===== config.mk =====
export PLATFORM = sky130hd
export DESIGN_NAME = point_in_polygon_parity
export DESIGN_NICKNAME = d
export VERILOG_FILES = /design/src/hw/rtl/pip_pkg.sv /design/src/hw/rtl/point_in_polygon_parity.sv /design/src/hw/rtl/pip_front.sv /design/src/hw/rtl/pip_fifo.sv /design/src/hw/rtl/pip_back.sv
export SDC_FILE = /design/constraint.sdc
export NUM_CORES = 2
export LEC_CHECK = 0
export CORE_ASPECT_RATIO = 2
export CORE_MARGIN = 1.5
export CORE_UTILIZATION = 55
export CTS_BUF_LIST = sky130_fd_sc_hd__clkbuf_16
export CTS_CLUSTER_SIZE = 28
export DETAILED_ROUTE_END_ITERATION = 16
export DONT_BUFFER_PORTS = 1
export HOLD_SLACK_MARGIN = 0.1
export PLACE_DENSITY = 0.76
export SLEW_MARGIN = 10
export SYNTH_ARGS = -nofsm -noshare
export SYNTH_HDL_FRONTEND = slang
export SYNTH_SLANG_ARGS = --single-unit
export TNS_END_PERCENT = 1

===== constraint.sdc =====
create_clock -name clock -period 8.1 [get_ports clock]
set_clock_uncertainty 0.2 [all_clocks]
set_input_delay 0.405 -clock clock [delete_from_list [all_inputs] [get_ports clock]]
set_output_delay 0.405 -clock clock [all_outputs]
set_load 0.005 [all_outputs]

===== src/hw/rtl/pip_pkg.sv =====
// Shared types and constants for the point-in-polygon parity block.
package pip_pkg;

   // Width of each coordinate field on the ports.
   localparam int PIP_RAW_BITS = 16;
   // Default coordinate width used for the arithmetic.
   localparam int PIP_COORD_BITS = 16;
   // Entries in the queue between the edge classifier and the accumulator.
   localparam int PIP_QDEPTH = 4;
   localparam int PIP_QCNT_BITS = $clog2(PIP_QDEPTH + 1);

   typedef struct packed {
      logic signed [PIP_RAW_BITS-1:0] point_x;
      logic signed [PIP_RAW_BITS-1:0] point_y;
      logic signed [PIP_RAW_BITS-1:0] edge_x0;
      logic signed [PIP_RAW_BITS-1:0] edge_y0;
      logic signed [PIP_RAW_BITS-1:0] edge_x1;
      logic signed [PIP_RAW_BITS-1:0] edge_y1;
      logic                           last_edge;
   } pip_req_type;

   typedef struct packed {
      logic inside_res;
      logic on_boundary;
   } pip_rsp_type;

   // Per-edge verdict handed from the classifier to the accumulator.
   typedef struct packed {
      logic hit;
      logic crossing;
      logic last;
   } pip_cls_type;

endpackage


===== src/hw/rtl/point_in_polygon_parity.sv =====
// Even-odd ray casting test of a point against a stream of polygon edges.
// Path: a last edge passes the difference and cross-product registers, the edge queue
// and the result register before its verdict shows on the rsp ports.
// Throughput: one edge per cycle while req_full is low; the two cross-product multipliers are pipelined.
// Reset: synchronous, clears pipeline valids, edge queue, parity, boundary and result valid.
module point_in_polygon_parity
   import pip_pkg::*;
#(
   parameter int COORD_BITS = PIP_COORD_BITS
) (
   input  logic        clock,
   input  logic        reset,
   input  logic        req_push,
   output logic        req_full,
   input  pip_req_type req_data,
   output logic        rsp_empty,
   input  logic        rsp_pop,
   output pip_rsp_type rsp_data
);

   logic                     q_push;
   pip_cls_type              q_push_data;
   logic                     q_pop;
   logic                     q_not_empty;
   pip_cls_type              q_head;
   logic [PIP_QCNT_BITS-1:0] q_count;

   pip_front #(
      .COORD_BITS(COORD_BITS)
   ) u_front (
      .clock    (clock),
      .reset    (reset),
      .req_push (req_push),
      .req_full (req_full),
      .req_data (req_data),
      .q_count  (q_count),
      .q_push   (q_push),
      .q_data   (q_push_data)
   );

   pip_fifo u_fifo (
      .clock     (clock),
      .reset     (reset),
      .push      (q_push),
      .push_data (q_push_data),
      .pop       (q_pop),
      .not_empty (q_not_empty),
      .head      (q_head),
      .count     (q_count)
   );

   pip_back u_back (
      .clock       (clock),
      .reset       (reset),
      .q_not_empty (q_not_empty),
      .q_head      (q_head),
      .q_pop       (q_pop),
      .rsp_empty   (rsp_empty),
      .rsp_pop     (rsp_pop),
      .rsp_data    (rsp_data)
   );

endmodule


===== src/hw/rtl/pip_front.sv =====
// Edge classifier: accepts items and decides boundary hit and ray crossing per edge.
module pip_front
   import pip_pkg::*;
#(
   parameter int COORD_BITS = PIP_COORD_BITS
) (
   input  logic                     clock,
   input  logic                     reset,
   input  logic                     req_push,
   output logic                     req_full,
   input  pip_req_type              req_data,
   input  logic [PIP_QCNT_BITS-1:0] q_count,
   output logic                     q_push,
   output pip_cls_type              q_data
);

   localparam int EXT_W = (COORD_BITS > PIP_RAW_BITS) ? COORD_BITS : PIP_RAW_BITS;
   localparam int DW    = COORD_BITS + 1;
   localparam int PW    = 2 * DW;
   localparam int SUM_W = PIP_QCNT_BITS + 1;

   function automatic logic signed [COORD_BITS-1:0] to_coord(
      input logic [PIP_RAW_BITS-1:0] raw
   );
      logic [EXT_W-1:0] ext;
      begin
         ext = EXT_W'(raw);
         return ext[COORD_BITS-1:0];
      end
   endfunction

   logic accept;
   logic signed [COORD_BITS-1:0] px, py, x0, y0, x1, y1;

   // stage 1: differences and flags
   logic                 s1_valid_ff, s1_valid_in;
   logic signed [DW-1:0] dx_ff, dyp_ff, dxp_ff, dy_ff;
   logic signed [DW-1:0] dx_in, dyp_in, dxp_in, dy_in;
   logic                 bbox_ff, straddle_ff, up_ff, last1_ff;
   logic                 bbox_in, straddle_in, up_in;

   // stage 2: cross products
   logic                 s2_valid_ff;
   logic signed [PW-1:0] lhs_ff, rhs_ff, lhs_in, rhs_in;
   logic                 bbox2_ff, straddle2_ff, up2_ff, last2_ff;

   logic [SUM_W-1:0] used;

   assign used     = SUM_W'(q_count) + SUM_W'(s1_valid_ff) + SUM_W'(s2_valid_ff);
   assign req_full = (used >= SUM_W'(PIP_QDEPTH));
   assign accept   = req_push && !req_full;

   assign px = to_coord(req_data.point_x);
   assign py = to_coord(req_data.point_y);
   assign x0 = to_coord(req_data.edge_x0);
   assign y0 = to_coord(req_data.edge_y0);
   assign x1 = to_coord(req_data.edge_x1);
   assign y1 = to_coord(req_data.edge_y1);

   always_comb begin
      s1_valid_in = accept;
      dx_in       = DW'(x1) - DW'(x0);
      dyp_in      = DW'(py) - DW'(y0);
      dxp_in      = DW'(px) - DW'(x0);
      dy_in       = DW'(y1) - DW'(y0);
      // point within the closed bounding box of the edge
      bbox_in     = ((px >= x0) || (px >= x1)) && ((px <= x0) || (px <= x1)) &&
                    ((py >= y0) || (py >= y1)) && ((py <= y0) || (py <= y1));
      // half-open rule: exactly one endpoint strictly above the ray
      straddle_in = (y0 > py) != (y1 > py);
      up_in       = (y1 > y0);
      lhs_in      = PW'(dx_ff) * PW'(dyp_ff);
      rhs_in      = PW'(dxp_ff) * PW'(dy_ff);
   end

   always_ff @(posedge clock) begin
      if (reset) begin
         s1_valid_ff <= 1'b0;
         s2_valid_ff <= 1'b0;
      end else begin
         s1_valid_ff <= s1_valid_in;
         s2_valid_ff <= s1_valid_ff;
      end
   end

   always_ff @(posedge clock) begin
      dx_ff        <= dx_in;
      dyp_ff       <= dyp_in;
      dxp_ff       <= dxp_in;
      dy_ff        <= dy_in;
      bbox_ff      <= bbox_in;
      straddle_ff  <= straddle_in;
      up_ff        <= up_in;
      last1_ff     <= req_data.last_edge;
      lhs_ff       <= lhs_in;
      rhs_ff       <= rhs_in;
      bbox2_ff     <= bbox_ff;
      straddle2_ff <= straddle_ff;
      up2_ff       <= up_ff;
      last2_ff     <= last1_ff;
   end

   always_comb begin
      q_push          = s2_valid_ff;
      q_data.hit      = (lhs_ff == rhs_ff) && bbox2_ff;
      q_data.crossing = straddle2_ff && (up2_ff ? (lhs_ff > rhs_ff) : (lhs_ff < rhs_ff));
      q_data.last     = last2_ff;
   end

endmodule


===== src/hw/rtl/pip_fifo.sv =====
// Short first-word-fall-through queue of per-edge verdicts.
module pip_fifo
   import pip_pkg::*;
(
   input  logic                     clock,
   input  logic                     reset,
   input  logic                     push,
   input  pip_cls_type              push_data,
   input  logic                     pop,
   output logic                     not_empty,
   output pip_cls_type              head,
   output logic [PIP_QCNT_BITS-1:0] count
);

   localparam int PTR_W = (PIP_QDEPTH > 1) ? $clog2(PIP_QDEPTH) : 1;

   pip_cls_type              entry_ff [PIP_QDEPTH];
   logic [PTR_W-1:0]         wr_ptr_ff, wr_ptr_in;
   logic [PTR_W-1:0]         rd_ptr_ff, rd_ptr_in;
   logic [PIP_QCNT_BITS-1:0] count_ff, count_in;
   logic                     do_pop;

   assign not_empty = (count_ff != '0);
   assign head      = entry_ff[rd_ptr_ff];
   assign count     = count_ff;
   assign do_pop    = pop && not_empty;

   always_comb begin
      wr_ptr_in = wr_ptr_ff;
      rd_ptr_in = rd_ptr_ff;
      count_in  = count_ff;
      if (push) begin
         wr_ptr_in = (wr_ptr_ff == PTR_W'(PIP_QDEPTH - 1)) ? '0 : wr_ptr_ff + 1'b1;
      end
      if (do_pop) begin
         rd_ptr_in = (rd_ptr_ff == PTR_W'(PIP_QDEPTH - 1)) ? '0 : rd_ptr_ff + 1'b1;
      end
      if (push && !do_pop) begin
         count_in = count_ff + 1'b1;
      end else if (!push && do_pop) begin
         count_in = count_ff - 1'b1;
      end
   end

   always_ff @(posedge clock) begin
      if (reset) begin
         wr_ptr_ff <= '0;
         rd_ptr_ff <= '0;
         count_ff  <= '0;
      end else begin
         wr_ptr_ff <= wr_ptr_in;
         rd_ptr_ff <= rd_ptr_in;
         count_ff  <= count_in;
      end
   end

   always_ff @(posedge clock) begin
      if (push) begin
         entry_ff[wr_ptr_ff] <= push_data;
      end
   end

endmodule


===== src/hw/rtl/pip_back.sv =====
// Accumulator: folds edge verdicts into parity and boundary state and holds the result.
module pip_back
   import pip_pkg::*;
(
   input  logic        clock,
   input  logic        reset,
   input  logic        q_not_empty,
   input  pip_cls_type q_head,
   output logic        q_pop,
   output logic        rsp_empty,
   input  logic        rsp_pop,
   output pip_rsp_type rsp_data
);

   logic        parity_ff, parity_in;
   logic        boundary_ff, boundary_in;
   logic        out_valid_ff, out_valid_in;
   pip_rsp_type out_ff, out_in;
   logic        slot_free;
   logic        hit_new, parity_new;

   assign rsp_empty = !out_valid_ff;
   assign rsp_data  = out_ff;
   assign slot_free = !out_valid_ff || rsp_pop;

   always_comb begin
      // hold a last edge until the result slot can take it
      q_pop        = q_not_empty && (!q_head.last || slot_free);
      hit_new      = boundary_ff | q_head.hit;
      parity_new   = parity_ff ^ q_head.crossing;
      parity_in    = parity_ff;
      boundary_in  = boundary_ff;
      out_in       = out_ff;
      out_valid_in = out_valid_ff && !rsp_pop;
      if (q_pop) begin
         if (q_head.last) begin
            out_in.inside_res  = parity_new | hit_new;
            out_in.on_boundary = hit_new;
            out_valid_in       = 1'b1;
            parity_in          = 1'b0;
            boundary_in        = 1'b0;
         end else begin
            parity_in   = parity_new;
            boundary_in = hit_new;
         end
      end
   end

   always_ff @(posedge clock) begin
      if (reset) begin
         parity_ff    <= 1'b0;
         boundary_ff  <= 1'b0;
         out_valid_ff <= 1'b0;
      end else begin
         parity_ff    <= parity_in;
         boundary_ff  <= boundary_in;
         out_valid_ff <= out_valid_in;
      end
   end

   always_ff @(posedge clock) begin
      out_ff <= out_in;
   end

endmodule


; After elaboration in Yosys (flattened, before gate mapping)
; Memory sizes are Yosys's and may differ from the RTL's. A register that Yosys moved wholly into a read port is not among the register bits.
; Cells that the tools add are included.
[word_totals]
mem_bits_rw = 12
out_inout_bits = 4
register_bits = 158
mem_count = 1
wordCells = 97
inputBits = 101
[mem_list]
columns = name, depth, word_bits, rd, rd_clocked_by_memory_dff, write_ports, line
row1 = u_fifo.entry_ff, 4, 3, 1, 1, 1, pip_fifo.sv:17  ; pip_cls_type entry_ff [PIP_QDEPTH];
[classes]
addsub = 10
mul = 2
n_lt_le_gt_ge = 14
n_eq_ne = 4
bitwise_logic = 3
reduce_logical = 26
muxes = 13
[ops]
columns = cell, n
row1 = $mul A17 B17 Y34, 2
row2 = $sub A16 B16 Y17, 4
row3 = $ge A16 B16 Y1, 4
row4 = $le A16 B16 Y1, 4
row5 = $gt A16 B16 Y1, 3
row6 = $eq A34 B34 Y1, 1
row7 = $gt A34 B34 Y1, 1
row8 = $lt A34 B34 Y1, 1
row9 = $logic_and A1 B1 Y1, 11
row10 = $mux W2, 4
row11 = $mux W1, 7
row12 = $logic_not A1 Y1, 6
row13 = $logic_or A1 B1 Y1, 6
row14 = $mux W3, 2
row15 = $add A2 B1 Y2 const B, 2
row16 = $add A3 B1 Y4, 1
row17 = $add A4 B1 Y4, 1
row18 = $eq A2 B2 Y1 const B, 2
row19 = $ge A4 B3 Y1 const B, 1
row20 = $add A3 B1 Y3 const B, 1
row21 = $reduce_bool A3 Y1, 1
row22 = $sub A3 B1 Y3 const B, 1
row23 = $or A1 B1 Y1, 2
row24 = $reduce_and A2 Y1, 1
row25 = other kinds (3), 3

; Logic depth before layout (Yosys ltp)
[logic_depth]
ltp_word = 8
ltp_mapped = 24
ltp_nobuf = 23

; By module
; From an unflattened synthesis, not the netlist that was laid out.
[hier_totals]
cells_unflattened = 3345
hier_area_um2 = 30778.3
[modules_own_cells]
columns = module, area_per_inst_um2, seq_area_each_um2, cells_each, n_inst
row1 = pip_front, 29654.7, 2922.8, 3265, 1
row2 = pip_fifo, 883.3, 540.5, 58, 1
row3 = pip_back, 240.2, 120.1, 22, 1

; Worst setup path before layout
; No wires, ideal clock.
[synth_timing]
path_kind = reg-to-reg
from = register u_front.dy_ff[2]
to = register u_front.rhs_ff[32]
stages_incl_launch_ff = 23
setup_time_ps = 123
n_path_buf = 2
required_time_ps = 7777
arrival_ps = 6034
path_slack_ps = 1743
period_less_slack_ps = 6357
cell_sequence = dfxtp_1 > clkbuf_1 > nand2_1 > fa_1 > fa_1 > fa_1 > inv_1 > fa_1 > fa_1 > inv_1 > fa_1 > inv_1 > ha_1 > buf_6 > a21o_1 > a31oi_2 > o21ai_2 > a2111o_1 > o22a_2 > a211o_2 > a211oi_2 > a21oi_1 > xor2_1
[synth_via]
elab_chain_cells = 1
[synth_rtl]
columns = item, line
row1 = from (decl), pip_front.sv:37  ; logic signed [DW-1:0] dx_ff, dyp_ff, dxp_ff, dy_ff;
row2 = from (signal assigned), pip_front.sv:90  ; dy_ff <= dy_in;
row3 = $mul A17 B17 Y34, pip_front.sv:73  ; rhs_in = PW'(dxp_ff) * PW'(dy_ff);
row4 = via u_front.rhs_in[32], pip_front.sv:44  ; logic signed [PW-1:0] lhs_ff, rhs_ff, lhs_in, rhs_in;
row5 = to (signal assigned), pip_front.sv:96  ; rhs_ff <= rhs_in;
row6 = to (decl), pip_front.sv:44
; The timed path passes the listed nets, and every way through them passes these cells.
; A chain may end at the register's enable or synchronous reset.

; Worst setup path after layout
[layout_timing]
from = register u_front.dxp_ff[6]
to = register u_front.rhs_ff[32]
[layout_via]
elab_chain_cells = 1
[layout_rtl]
columns = item, line
row1 = from (decl), pip_front.sv:37
row2 = from (signal assigned), pip_front.sv:89  ; dxp_ff <= dxp_in;
row3 = $mul A17 B17 Y34, pip_front.sv:73
row4 = via u_front.rhs_in[32], pip_front.sv:44
; The timed path passes the listed nets, and every way through them passes these cells.

==> key figures <==
Layout
  • Area of the multi-input gates: 0.0236 sq mm
  • P&R area growth vs syn: 5.54%
  • Fraction of layout cells with a size suffix above 1: 2.01%
  • Reg area: 0.00358 sq mm
  • Fill cells: 4761
  • Nets: 4273

Timing
  • Final period util: 85.8%
  • Fin. max-slew vios: 0
  • Rel. slew slack: 36.1%
  • Slew @ Worst Pin: 958 ps
  • TNS Setup: 0 ps
  • RSZ-0062 raised after global routing: no
  • Finish-stage setup viols: 0
  • Fmax: 144 MHz
  • Final hold vios: 0
  • Worst setup margin: 1150 ps
  • Min cycle time layout: 6950 ps

GRT
  • First-pass GRT wire length: 140000 microns
  • Largest net degree at the start of global routing: 19
  • GRT Residual Overflow: 0
  • Global Route Usage Sum: 33.8%
  • Initial antenna violation count: 7
  • Vias in the first global route: 25067

Detailed routing
  • Via count: 22371
  • Drt total wl: 89000 microns
  • 1st-pass router iterations: 8
  • DR vias/cell: 5.65
  • Number of remaining DRC errors: 0
  • DRT iter0 DRCs: 1352
  • Wire per inst: 22.5 microns
  • DRT antenna net count: 0

Placed design
  • Post-DP HPWL: 74100 microns
  • Place WS: 1250 ps
  • Port Buffer Count: 0
  • GPL Wtd Cong: 1.01

Clock tree
  • CTS max path bufs: 2
  • TritonCTS clock tree: built
  • CTS buffer count: 17
  • Clock-pin slew on the worst setup and hold paths: 70 ps
  • Clock Sinks: 172
  • Root buffer cell: clkbuf_16
  • H-Tree Depth: 4
  • PostCTS Resize Cnt: 0
  • Worst-Skew Late Latency: 460 ps

Critical path
  • CP arrival: 7100 ps
  • CP startpoint kind: flop
  • CP Capture Type: flop
  • Req. time, crit path: 8250 ps
  • Setup CP Type: flop to flop
  • Crit path max fanout: 17
  • Worst-case reg-to-reg path depth: 21

Synth
  • Number of synthesized register bits: 172
  • Asr flop ratio synth: 0%
  • Sequential share of the synthesized area: 11.8%
  • Mean Syn Cell Area: 9.29 sq um
  • Synth Warn #: 0
  • Synthesized cell area: 0.0303 sq mm
  • Distinct cell type count after synthesis: 67
  • Synth Instances: 3265
  • Syn nets: 4273
  • Predominant post-synthesis flop cell: dfxtp_1
  • EDFF count, synth: 14

Die
  • Ports: 105
  • Row Count: 121
  • Core Footprint: 0.0545 sq mm
  • Die W: 169 microns
  • Die H: 335 microns
  • Die ar.: 0.0567 sq mm
  • Initial Util: 55.7%

Status
  • Run status: finished, final reports clean

Job
  • Maximum capacitance violations: 0

Worst hold path
  • Hold depth: 3
  • Min-Delay Path Class: input pin to flop
## repair_timing
item | 4_1_cts | 5_1_grt
hold buffers | 44 | 0
setup buffers | 0 | 0
endpoints found under the setup margin | 0 | 0
endpoints found under the hold margin | 54 | 0
## critical path: stages (launching register included)
cell and delay, ps:
dfxtp_1 950, and2_1 260, fa_1 410, inv_1 80, fa_1 440, fa_1 510, inv_1 50, fa_1 450
fa_1 550, inv_1 60, fa_1 510, inv_1 50, ha_1 370, a21o_1 210, a31oi_2 190, o21ai_2 80
a2111o_1 410, o22a_2 230, a211o_2 320, a211oi_2 230, a21oi_1 110, xor2_1 140
## flip-flops by register name (all words and copies together) (netlist names), 2 cells and up, named ones only
register and count:
u_front.dx_ff 17, u_fifo.entry_ff 12, u_front.rhs_ff 34, u_fifo.wr_ptr_ff 2, u_fifo.rd_ptr_ff 2, u_back.rsp_data 2, u_front.dyp_ff 17, u_fifo.count 3
u_front.lhs_ff 34, u_front.dy_ff 17, u_front.dxp_ff 17
## cells in the final DEF, fill, tap and decap left out, types with 5 or more instances in the layout
cell and instances:
inv_1 757, fa_1 597, nand2_1 320, ha_1 310
and2_1 301, dfxtp_1 158, nor2_1 111, a21oi_1 99
xnor2_1 89, o21ai_0 66, dlygate4sd3_1 44, a21o_1 41
xor2_1 33, nand3_1 33, nor3_1 29, nand2b_1 28
nor2b_1 27, o21a_1 20, nand4_1 18, clkbuf_16 17
edfxtp_1 14, a211oi_1 13, buf_4 12, a31oi_1 10
o21bai_1 10, mux2i_1 9, nor4_1 6, or2_2 6
a21boi_0 6, a221oi_1 5, and3_1 5, or3_1 5
o211ai_1 5, inv_8 5
## metrics by stage
step	util, %	hold slack (ps)	area [sq um]	cells
after detailed placement	56.8	115	31000	3878
after global routing	58.7	137	32000	3957
after floorplan	-	110	30300	3265
final	58.7	124	32000	3958
after global placement	56.8	116	31000	3878
after CTS	58.7	101	32000	3954
## routing by layer
layer | track usage, % | part of all wire (%) | vias up
met3 | 6.27 | 5.2 | 431
met2 | 60.6 | 52 | 800
met1 | 30.3 | 30 | 11205
met4 | 35.9 | 13 | 2
met5 | 0 | 0.012 | -
li1 | - | - | 9933
## final timing paths
check | from | end | slack [ps]
setup / recovery | u_front.dxp_ff[6] | u_front.rhs_ff[32] | 1150
hold / removal | req_data[82] | u_front.dxp_ff[2] | 120
setup reg to reg | u_front.dxp_ff[6] | u_front.rhs_ff[32] | 1150
hold reg to reg | u_front.bbox_ff | u_front.bbox2_ff | 130
## area by class of cell
type / instances / area share [%]
diodes: 4 / 0.0313
clock buffers: 17 / 1.33
clock inverters: 15 / 0.496
inverters: 756 / 8.86
multi-input cells: 2262 / 73.8
flip-flops and latches: 172 / 11.2
well taps: 676 / 2.64
repair buffers: 56 / 1.66
## Yosys cell counts, drive strengths merged (41+ instances only)
| cell | n | area share, % |
|---|---|---|
| a21o | 41 | 1.0 |
| dfxtp | 158 | 10 |
| clkbuf | 74 | 0.92 |
| o21ai | 68 | 1.1 |
| nor2 | 111 | 1.4 |
| ha | 310 | 13 |
| xnor2 | 89 | 2.6 |
| a21oi | 99 | 1.6 |
| inv | 756 | 9.4 |
| nand2 | 320 | 4.0 |
| and2 | 301 | 6.2 |
| fa | 597 | 39 |
## logic make-up (layout without fill, tap and decap cells)
logic type / count (synthesis) / in the layout / synth area share, %
other: 0 / 4 / 0
adder cells (fa/ha/maj): 907 / 907 / 52.2
buffers and inverters: 831 / 844 / 10.3
AO/OA/AOI/OAI: 321 / 321 / 6.83
AND/OR/NAND/NOR: 900 / 900 / 14.8
XOR/XNOR: 122 / 122 / 3.52
flip-flops: 172 / 172 / 11.8
multiplexers: 12 / 12 / 0.520
Power is left out: the tool's default activity adds up to more than one toggle a clock period on the data nets, which glitch-free logic cannot reach.
